`src/rtl/sha256_pkg.sv`:
```
// Package for the SHA-256 stream hasher: sizes, round constants, initial hash values
// and the round helper functions. No dependencies.
package sha256_pkg;
   localparam int WordWidth = 32;
   localparam int BlockWords = 16;
   localparam int HashWords = 8;
   localparam int Rounds = 64;

   typedef logic [WordWidth-1:0] word_type;

   function automatic word_type round_k(input logic [5:0] idx);
      word_type k;
      unique case (idx)
         6'd0: k = 32'h428a2f98; 6'd1: k = 32'h71374491; 6'd2: k = 32'hb5c0fbcf;
         6'd3: k = 32'he9b5dba5; 6'd4: k = 32'h3956c25b; 6'd5: k = 32'h59f111f1;
         6'd6: k = 32'h923f82a4; 6'd7: k = 32'hab1c5ed5; 6'd8: k = 32'hd807aa98;
         6'd9: k = 32'h12835b01; 6'd10: k = 32'h243185be; 6'd11: k = 32'h550c7dc3;
         6'd12: k = 32'h72be5d74; 6'd13: k = 32'h80deb1fe; 6'd14: k = 32'h9bdc06a7;
         6'd15: k = 32'hc19bf174; 6'd16: k = 32'he49b69c1; 6'd17: k = 32'hefbe4786;
         6'd18: k = 32'h0fc19dc6; 6'd19: k = 32'h240ca1cc; 6'd20: k = 32'h2de92c6f;
         6'd21: k = 32'h4a7484aa; 6'd22: k = 32'h5cb0a9dc; 6'd23: k = 32'h76f988da;
         6'd24: k = 32'h983e5152; 6'd25: k = 32'ha831c66d; 6'd26: k = 32'hb00327c8;
         6'd27: k = 32'hbf597fc7; 6'd28: k = 32'hc6e00bf3; 6'd29: k = 32'hd5a79147;
         6'd30: k = 32'h06ca6351; 6'd31: k = 32'h14292967; 6'd32: k = 32'h27b70a85;
         6'd33: k = 32'h2e1b2138; 6'd34: k = 32'h4d2c6dfc; 6'd35: k = 32'h53380d13;
         6'd36: k = 32'h650a7354; 6'd37: k = 32'h766a0abb; 6'd38: k = 32'h81c2c92e;
         6'd39: k = 32'h92722c85; 6'd40: k = 32'ha2bfe8a1; 6'd41: k = 32'ha81a664b;
         6'd42: k = 32'hc24b8b70; 6'd43: k = 32'hc76c51a3; 6'd44: k = 32'hd192e819;
         6'd45: k = 32'hd6990624; 6'd46: k = 32'hf40e3585; 6'd47: k = 32'h106aa070;
         6'd48: k = 32'h19a4c116; 6'd49: k = 32'h1e376c08; 6'd50: k = 32'h2748774c;
         6'd51: k = 32'h34b0bcb5; 6'd52: k = 32'h391c0cb3; 6'd53: k = 32'h4ed8aa4a;
         6'd54: k = 32'h5b9cca4f; 6'd55: k = 32'h682e6ff3; 6'd56: k = 32'h748f82ee;
         6'd57: k = 32'h78a5636f; 6'd58: k = 32'h84c87814; 6'd59: k = 32'h8cc70208;
         6'd60: k = 32'h90befffa; 6'd61: k = 32'ha4506ceb; 6'd62: k = 32'hbef9a3f7;
         default: k = 32'hc67178f2;
      endcase
      return k;
   endfunction

   function automatic word_type initial_hash(input logic [2:0] idx);
      word_type h;
      unique case (idx)
         3'd0: h = 32'h6a09e667; 3'd1: h = 32'hbb67ae85;
         3'd2: h = 32'h3c6ef372; 3'd3: h = 32'ha54ff53a;
         3'd4: h = 32'h510e527f; 3'd5: h = 32'h9b05688c;
         3'd6: h = 32'h1f83d9ab; default: h = 32'h5be0cd19;
      endcase
      return h;
   endfunction

   function automatic word_type ror(input word_type x, input int n);
      return (x >> n) | (x << (WordWidth - n));
   endfunction

   function automatic word_type small_sigma0(input word_type x);
      return ror(x, 7) ^ ror(x, 18) ^ (x >> 3);
   endfunction

   function automatic word_type small_sigma1(input word_type x);
      return ror(x, 17) ^ ror(x, 19) ^ (x >> 10);
   endfunction

   function automatic word_type big_sigma0(input word_type x);
      return ror(x, 2) ^ ror(x, 13) ^ ror(x, 22);
   endfunction

   function automatic word_type big_sigma1(input word_type x);
      return ror(x, 6) ^ ror(x, 11) ^ ror(x, 25);
   endfunction
endpackage

```
`src/rtl/sha256_ram.sv`:
```
// Generic single-port-write, single-port-read RAM with a registered read.
// No dependencies.
module sha256_ram #(
   parameter int Width = 32,
   parameter int Depth = 16
) (
   input  logic                     clock,
   input  logic                     wr_en,
   input  logic [$clog2(Depth)-1:0] wr_addr,
   input  logic [Width-1:0]         wr_data,
   input  logic [$clog2(Depth)-1:0] rd_addr,
   output logic [Width-1:0]         rd_data
);
   logic [Width-1:0] mem_ff [Depth];

   always_ff @(posedge clock) begin
      if (wr_en) begin
         mem_ff[wr_addr] <= wr_data;
      end
      rd_data <= mem_ff[rd_addr];
   end
endmodule

```
`src/rtl/sha256_stream_hasher_unit.sv`:
```
// Top level of the SHA-256 stream hasher: byte packing, padding, round engine
// and digest output. Depends on sha256_pkg and sha256_ram.
//
//   channel  direction  ports
//   req      in         req_valid, req_stall, req_data_byte, req_byte_present, req_message_end
//   rsp      out        rsp_valid, rsp_stall, rsp_digest_word, rsp_word_index, rsp_last_word
//
// A byte that does not fill a block is taken without a stall. A full block then stalls req
// while the 16 block words are read from the message RAM, 64 rounds run on a register
// window of the schedule, and the chaining values are updated. A message end adds padding
// one byte at a time up to byte 55 or 63, two length writes, one or two compressions
// and eight result words. Reset is synchronous and clears the control state; the
// chaining values are reloaded from constants. Stalls on rsp hold the result word.
module sha256_stream_hasher_unit (
   input  logic                 clock,
   input  logic                 reset,
   input  logic                 req_valid,
   output logic                 req_stall,
   input  logic [7:0]           req_data_byte,
   input  logic                 req_byte_present,
   input  logic                 req_message_end,
   output logic                 rsp_valid,
   input  logic                 rsp_stall,
   output sha256_pkg::word_type rsp_digest_word,
   output logic [2:0]           rsp_word_index,
   output logic                 rsp_last_word
);
   import sha256_pkg::*;

   typedef enum logic [6:0] {
      S_IDLE  = 7'b0000001,
      S_PAD   = 7'b0000010,
      S_LOAD  = 7'b0000100,
      S_ROUND = 7'b0001000,
      S_FOLD  = 7'b0010000,
      S_OUT   = 7'b0100000,
      S_PADLN = 7'b1000000
   } state_type;

   state_type   state_ff, state_in;
   logic [5:0]  fill_ff, fill_in;
   logic [63:0] bits_ff, bits_in;
   logic        final_ff, final_in;
   logic        lenblk_ff, lenblk_in;
   logic        mark_ff, mark_in;
   logic [6:0]  cnt_ff, cnt_in;
   word_type    hash_ff [HashWords];
   word_type    var_ff [HashWords];
   word_type    w_ff [BlockWords];
   logic [2:0]  out_idx_ff, out_idx_in;

   // Message block RAM holds 64 bytes packed as 16 big-endian words.
   logic        ram_we;
   logic [3:0]  ram_waddr, ram_raddr;
   word_type    ram_wdata, ram_rdata;
   logic        rd_pending_ff;
   logic [3:0]  rd_slot_ff;

   sha256_ram #(.Width(WordWidth), .Depth(BlockWords)) u_block_ram (
      .clock  (clock),
      .wr_en  (ram_we),
      .wr_addr(ram_waddr),
      .wr_data(ram_wdata),
      .rd_addr(ram_raddr),
      .rd_data(ram_rdata)
   );

   // Bytes are gathered in a word register and written back when a word is complete.
   word_type    pack_ff, pack_in;

   logic        accept;
   logic        byte_go;
   logic [5:0]  round;
   word_type    w_cur, w_new, t1, t2;

   assign req_stall = (state_ff != S_IDLE);
   assign accept    = req_valid && !req_stall;
   assign byte_go   = accept && req_byte_present;
   assign round     = cnt_ff[5:0];

   always_comb begin
      w_new = w_ff[0] + small_sigma0(w_ff[1]) + w_ff[9] + small_sigma1(w_ff[14]);
      w_cur = (round < 6'd16) ? w_ff[round[3:0]] : w_new;
      t1 = var_ff[7] + big_sigma1(var_ff[4]) +
           ((var_ff[4] & var_ff[5]) ^ (~var_ff[4] & var_ff[6])) + round_k(round) + w_cur;
      t2 = big_sigma0(var_ff[0]) +
           ((var_ff[0] & var_ff[1]) ^ (var_ff[0] & var_ff[2]) ^ (var_ff[1] & var_ff[2]));
   end

   always_comb begin
      state_in   = state_ff;
      fill_in    = fill_ff;
      bits_in    = bits_ff;
      final_in   = final_ff;
      lenblk_in  = lenblk_ff;
      mark_in    = mark_ff;
      cnt_in     = cnt_ff;
      out_idx_in = out_idx_ff;
      pack_in    = pack_ff;
      ram_we     = 1'b0;
      ram_waddr  = fill_ff[5:2];
      ram_wdata  = pack_ff;
      ram_raddr  = cnt_ff[3:0];
      unique case (state_ff)
         S_IDLE: begin
            if (byte_go) begin
               pack_in = {pack_ff[23:0], req_data_byte};
               fill_in = fill_ff + 6'd1;
               bits_in = bits_ff + 64'd8;
               if (fill_ff[1:0] == 2'd3) begin
                  ram_we    = 1'b1;
                  ram_wdata = {pack_ff[23:0], req_data_byte};
               end
            end
            if (accept && (req_message_end || (byte_go && fill_ff == 6'd63))) begin
               final_in  = req_message_end;
               lenblk_in = 1'b0;
               mark_in   = 1'b0;
               cnt_in    = 7'd0;
               if (req_message_end) begin
                  state_in = S_PAD;
                  // A full block compresses first; padding starts afterwards.
                  if (byte_go && fill_ff == 6'd63) begin
                     state_in = S_LOAD;
                  end
               end else begin
                  state_in = S_LOAD;
               end
            end
         end
         S_PAD: begin
            // Appends 0x80 then zeros one byte a cycle up to byte 55 (or 63 if past 55).
            pack_in = {pack_ff[23:0], (cnt_ff == 7'd0) ? 8'h80 : 8'h00};
            cnt_in  = 7'd1;
            mark_in = 1'b1;
            fill_in = fill_ff + 6'd1;
            if (fill_ff[1:0] == 2'd3) begin
               ram_we    = 1'b1;
               ram_wdata = {pack_ff[23:0], (cnt_ff == 7'd0) ? 8'h80 : 8'h00};
            end
            if (fill_ff == 6'd55 && !(cnt_ff == 7'd0 && fill_ff > 6'd55)) begin
               state_in = S_PADLN;
               cnt_in   = 7'd0;
            end else if (fill_ff == 6'd63) begin
               state_in  = S_LOAD;
               lenblk_in = 1'b0;
               cnt_in    = 7'd0;
            end
         end
         S_PADLN: begin
            ram_we    = 1'b1;
            ram_waddr = (cnt_ff == 7'd0) ? 4'd14 : 4'd15;
            ram_wdata = (cnt_ff == 7'd0) ? bits_ff[63:32] : bits_ff[31:0];
            cnt_in    = cnt_ff + 7'd1;
            if (cnt_ff == 7'd1) begin
               state_in  = S_LOAD;
               lenblk_in = 1'b1;
               fill_in   = 6'd0;
               cnt_in    = 7'd0;
            end
         end
         S_LOAD: begin
            // Reads the 16 block words; each goes through the RAM read register into w_ff.
            cnt_in = cnt_ff + 7'd1;
            if (cnt_ff == 7'd16) begin
               state_in = S_ROUND;
               cnt_in   = 7'd0;
            end
         end
         S_ROUND: begin
            cnt_in = cnt_ff + 7'd1;
            if (cnt_ff == 7'd63) begin
               state_in = S_FOLD;
            end
         end
         S_FOLD: begin
            cnt_in  = 7'd0;
            fill_in = 6'd0;
            if (!final_ff) begin
               state_in = S_IDLE;
            end else if (lenblk_ff) begin
               state_in   = S_OUT;
               out_idx_in = 3'd0;
            end else begin
               // Padding goes on in a fresh block. It opens with 0x80 when the message
               // ended exactly on a block boundary.
               state_in = S_PAD;
               cnt_in   = mark_ff ? 7'd1 : 7'd0;
            end
         end
         S_OUT: begin
            if (!rsp_stall) begin
               out_idx_in = out_idx_ff + 3'd1;
               if (out_idx_ff == 3'd7) begin
                  state_in = S_IDLE;
                  bits_in  = 64'd0;
                  final_in = 1'b0;
               end
            end
         end
         default: state_in = S_IDLE;
      endcase
   end

   always_ff @(posedge clock) begin
      if (reset) begin
         state_ff      <= S_IDLE;
         fill_ff       <= 6'd0;
         bits_ff       <= 64'd0;
         final_ff      <= 1'b0;
         lenblk_ff     <= 1'b0;
         mark_ff       <= 1'b0;
         cnt_ff        <= 7'd0;
         out_idx_ff    <= 3'd0;
         rd_pending_ff <= 1'b0;
         for (int i = 0; i < HashWords; i++) begin
            hash_ff[i] <= initial_hash(3'(i));
         end
      end else begin
         state_ff      <= state_in;
         fill_ff       <= fill_in;
         bits_ff       <= bits_in;
         final_ff      <= final_in;
         lenblk_ff     <= lenblk_in;
         mark_ff       <= mark_in;
         cnt_ff        <= cnt_in;
         out_idx_ff    <= out_idx_in;
         rd_pending_ff <= (state_ff == S_LOAD) && (cnt_ff < 7'd16);
         if (state_ff == S_FOLD) begin
            for (int i = 0; i < HashWords; i++) begin
               hash_ff[i] <= hash_ff[i] + var_ff[i];
            end
         end
         if (state_ff == S_OUT && !rsp_stall && out_idx_ff == 3'd7) begin
            for (int i = 0; i < HashWords; i++) begin
               hash_ff[i] <= initial_hash(3'(i));
            end
         end
      end
   end

   always_ff @(posedge clock) begin
      pack_ff     <= pack_in;
      rd_slot_ff  <= cnt_ff[3:0];
      if (rd_pending_ff) begin
         w_ff[rd_slot_ff] <= ram_rdata;
      end
      if (state_ff == S_LOAD && cnt_ff == 7'd0) begin
         for (int i = 0; i < HashWords; i++) begin
            var_ff[i] <= hash_ff[i];
         end
      end
      if (state_ff == S_ROUND) begin
         var_ff[7] <= var_ff[6];
         var_ff[6] <= var_ff[5];
         var_ff[5] <= var_ff[4];
         var_ff[4] <= var_ff[3] + t1;
         var_ff[3] <= var_ff[2];
         var_ff[2] <= var_ff[1];
         var_ff[1] <= var_ff[0];
         var_ff[0] <= t1 + t2;
         if (round >= 6'd16) begin
            for (int i = 0; i < BlockWords - 1; i++) begin
               w_ff[i] <= w_ff[i + 1];
            end
            w_ff[BlockWords - 1] <= w_new;
         end
      end
   end

   assign rsp_valid       = (state_ff == S_OUT);
   assign rsp_digest_word = hash_ff[out_idx_ff];
   assign rsp_word_index  = out_idx_ff;
   assign rsp_last_word   = (out_idx_ff == 3'd7);

`ifndef SYNTHESIS
   a_no_accept_busy: assert property (@(posedge clock) disable iff (reset)
      (state_ff != S_IDLE) |-> !accept) else $error("request taken while busy");
   a_out_hold: assert property (@(posedge clock) disable iff (reset)
      (rsp_valid && rsp_stall) |=> (rsp_valid && $stable(out_idx_ff)))
      else $error("result dropped under stall");
   a_round_len: assert property (@(posedge clock) disable iff (reset)
      (state_ff == S_ROUND && cnt_ff == 7'd63) |=> (state_ff == S_FOLD))
      else $error("round count broken");
   a_fold_from_round: assert property (@(posedge clock) disable iff (reset)
      (state_ff == S_FOLD) |-> $past(state_ff == S_ROUND))
      else $error("fold without rounds");
`endif
endmodule

```
`config.mk`:
```
export PLATFORM = sky130hd
export DESIGN_NAME = sha256_stream_hasher_unit
export DESIGN_NICKNAME = d
export VERILOG_FILES = /design/src/rtl/sha256_pkg.sv /design/src/rtl/sha256_ram.sv /design/src/rtl/sha256_stream_hasher_unit.sv
export SDC_FILE = /design/constraint.sdc
export NUM_CORES = 2
export LEC_CHECK = 0
export BUFFER_PORTS_ARGS = -buffer_cell sky130_fd_sc_hd__buf_4
export CORE_ASPECT_RATIO = 0.75
export CORE_MARGIN = 2
export CORE_UTILIZATION = 40
export DETAILED_ROUTE_END_ITERATION = 10
export HOLD_SLACK_MARGIN = 0.02
export PLACE_DENSITY = 0.58
export SLEW_MARGIN = 20
export SYNTH_ARGS = -nofsm -noshare
export SYNTH_HDL_FRONTEND = slang
export SYNTH_SLANG_ARGS = --single-unit
```
`constraint.sdc`:
```
create_clock -name clock -period 25.5 [get_ports clock]
set_input_delay 1.275 -clock clock [delete_from_list [all_inputs] [get_ports clock]]
set_output_delay 1.275 -clock clock [all_outputs]
set_load 0.03 [all_outputs]
```
==> flow_summary.toml <==
[clocking]
cts_tree = "yes"
clockRootBuffer = "sky130_fd_sc_hd__clkbuf_16"
cts-resized-gates = 0
clk_transition_reported_paths_ns = 0.06
clk_path_buf_depth = 4
ctsHtreeMaxLevel = 4
clock_sink_count = 1731
cts_buffers = 190
post-cts-setup-buffers = 0
cts_hold_repair.buffers = 0
clk_latency_ns = 0.89

[power_and_ir_drop]
comb_power_share_pct = 42.2
power_density_nw_per_um2 = 94.0
worst_vdd_drop_mv = 0.175
internal-power_uw = 6460
p_total_uw = 10300
netSwitchingFraction_pct = 37.3
clock_power_share_pct = 26.6
power_frac_seq_pct = 31.2
power.static_leakage_uw = 0.0398
net_sw_power_uw = 3830

[placed_design]
postPlaceCellArea_um2 = 103000
gp_congestion = 0.960
dpl.hpwl_um = 229000
numPortBuffers = 51

[layout]
fillerInstances = 22800
sequential_cell_area_um2 = 49100
multi_input_comb_area_um2 = 47100
layout-area-overhead-vs-synth_pct = 10.4
fraction_of_final_layout_cells_with_drive_strength_greater_than_1_pct = 11.2
post-route-cell-area_um2 = 109000
finalNetCount = 9507

[detailed_routing]
finalWirelength_um = 326000
vias = 71600
detail_route.vias_per_cell = 5.81
route.antenna.remaining_nets = 0
detailedRoute.firstIterationViolations = 8747
drc = 0
drt_pass1_iterations = 6
detail_route.wl_per_cell_um = 26.4

[die]
core_area_um2 = 247000
chipWidth_um = 579
floorplan.initialDensity_pct = 40.2
boundaryPins = 52
chipHeight_um = 435
rows = 158
die_area_um2 = 252000

[outcome]
result_of_the_run = "finished, final reports clean"

[logic_synthesis]
synthDistinctLibCells = 94
synthCells = 8981
syn-mean-instance-area_um2 = 11.0
synth_top_area_cell = "sky130_fd_sc_hd__edfxtp_1"
synth_warnings = 0
ys_seq_elements = 1731
mappedNetlistArea_um2 = 99200
synth_ff_type = "sky130_fd_sc_hd__edfxtp_1"
synth-seq-area-share_pct = 49.5
synthesis.nets = 9586
synth_largest_type_area_fraction_pct = 43.6
ys_top_cells_by_area = "sky130_fd_sc_hd__edfxtp_1 (44%), sky130_fd_sc_hd__mux4_2 (8.7%), sky130_fd_sc_hd__nand2_1 (8.1%), sky130_fd_sc_hd__dfxtp_1 (5.9%), sky130_fd_sc_hd__ha_1 (5.0%)"
async_reset_ff_share_pct = 0
number_of_enable_type_register_cells_in_the_synthesized_netlist = 1440
synth.top_cells.by_count = "sky130_fd_sc_hd__nand2_1 (2,145), sky130_fd_sc_hd__edfxtp_1 (1,440), sky130_fd_sc_hd__a21oi_1 (476)"
most_numerous_cell_in_the_yosys_netlist = "sky130_fd_sc_hd__nand2_1"

[global_routing]
grtUsageTotal_pct = 25.4
pin_count_of_the_biggest_net_entering_global_routing = 204
grt_antenna_before_repair = 11
globalRoute.totalOverflow = 0
first_global_vias = 68100
grt_first_pass_wirelength_um = 475000

[worst_setup_path]
worst-path-max-fanout = 5
startpoint_type = "flip-flop"
required_ns = 26.07
timing.critical_path.to_type = "flip-flop"
crit_slowest_cell = "sky130_fd_sc_hd__fa_1"
worst-endpoint-arrival_ns = 12.78
criticalPathCategory = "reg -> reg"
critical_path.max_stage_delay_ns = 0.53
crit_family = "compound AO/OA/AOI/OAI gates"
worstPathBufferInverterCount = 6

[timing]
setup_total_negative_slack_ns = 0
worst_pin_slew_ns = 1.25
finalWorstPathRequiredPeriod_ns = 12.21
finalSetupViolations = 0
grt_setup_unrepaired = "false"
maxClockFrequency_mhz = 81.9
post-route-period-util_pct = 47.9
maxSlewViolCount = 0
timing.clock.skew_ns = 0.0853
worst_slew_margin_rel_pct = 16.9
report.final.hold_viol_count = 0

[flow_run]
max-cap-violations = 0

[worst_hold_path]
worstHoldPathType = "reg -> reg"
[worst reg2reg max path, delay by kind of cell (launching register included)]
kind                       cells  cell delay, ns
and+or+nand+nor               10            1.74
AOI/OAI and AO/OA             19            4.44
adders and majority gates      9            3.80
xor gates and xnor gates       5            1.07
buffers and inverters          6            0.41
DFF                            1            0.51
[stage by stage]
stage / hold slack (ns) / utilization (%) / cells / worst slack [ns]
3_3_place_gp: 0.460 / 41.9 / 12000 / 13.59
5_1_grt: 0.484 / 44.3 / 12300 / 12.76
3_5_place_dp: 0.458 / 41.9 / 12000 / 13.68
6_report: 0.472 / 44.3 / 12300 / 13.29
4_1_cts: 0.471 / 44.3 / 12300 / 13.64
2_1_floorplan: 0.353 / - / 8981 / 4.50
[sequential cells by signal, summed over array words and instances, names as in the netlist, named ones only]
register             cells
lenblk_ff                1
mark_ff                  1
hash_ff                256
final_ff                 1
u_block_ram.rd_data     32
state_ff                 7
pack_ff                 32
bits_ff                 61
w_ff                   512
cnt_ff                   7
rd_pending_ff            1
var_ff                 256
rsp_word_index           3
fill_ff                  6
rd_slot_ff               4
u_block_ram.mem_ff     512
[power groups by stage]
stage | clock (uW) | sequential (uW) | combinational, uW
floorplan | 0 | 3250 | 3190
global placement | 0 | 3270 | 4210
detailed placement | 0 | 3270 | 4230
CTS | 2780 | 3210 | 4270
global route | 2880 | 3210 | 4770
finish | 2740 | 3210 | 4340
[cells by family after synthesis]
family	share of synthesized area (%)
AND/OR/NAND/NOR	12.9
flip-flops	49.5
AO/OA/AOI/OAI	10.0
buffers and inverters	3.46
XOR/XNOR	5.49
adder cells (fa/ha/maj)	8.99
multiplexers	9.61
[cell usage in the layout (no fill, tap or decap), drive strengths merged, types with 29 or more instances in the layout]
| cell | Yosys | routed |
|---|---|---|
| a211oi | 41 | 41 |
| a21o | 193 | 193 |
| a21oi | 476 | 476 |
| a221o | 29 | 29 |
| a31oi | 43 | 43 |
| and2 | 33 | 33 |
| and3 | 41 | 41 |
| buf | 92 | 198 |
| clkbuf | 377 | 262 |
| clkinv | 3 | 52 |
| dfxtp | 291 | 291 |
| edfxtp | 1440 | 1440 |
| fa | 195 | 195 |
| ha | 396 | 396 |
| inv | 423 | 430 |
| mux2 | 59 | 59 |
| mux4 | 384 | 384 |
| nand2 | 2146 | 2146 |
| nand2b | 53 | 53 |
| nand3 | 109 | 109 |
| nand4 | 29 | 29 |
| nor2 | 399 | 399 |
| nor2b | 45 | 45 |
| nor3 | 85 | 85 |
| o211ai | 48 | 48 |
| o21a | 54 | 54 |
| o21ai | 434 | 434 |
| o21bai | 44 | 44 |
| o31ai | 40 | 40 |
| or3 | 51 | 51 |
| xnor2 | 388 | 388 |
| xor2 | 234 | 234 |
[layer usage]
| metal | vias to the layer above | wire [um] | GRT usage (%) |
|---|---|---|---|
| met2 | 3092 | 137000 | 36.1 |
| met1 | 36100 | 151000 | 39.7 |
| met3 | 384 | 31700 | 5.42 |
| li1 | 32000 | - | - |
| met4 | 4 | 5900 | 4.74 |
| met5 | - | 21 | 0 |
[cell type report]
type	count	share of cell area, %
diodes	4	0.00915
flip-flops and latches	1731	44.9
repair buffers	198	1.42
clock inverters	76	0.677
multi-input cells	6355	43.0
inverters	426	1.47
clock buffers	262	4.81
well taps	3280	3.75
[path summary, 6_finish.rpt]
path	start	to	slack [ns]	depth (start not counted)
hold / removal	mark_ff	mark_ff	0.47	2
hold reg to reg	mark_ff	mark_ff	0.47	2
setup reg to reg	w_ff[14][21]	var_ff[0][30]	13.29	49
setup / recovery	w_ff[14][21]	var_ff[0][30]	13.29	49
(Power assumes the default switching activity.)
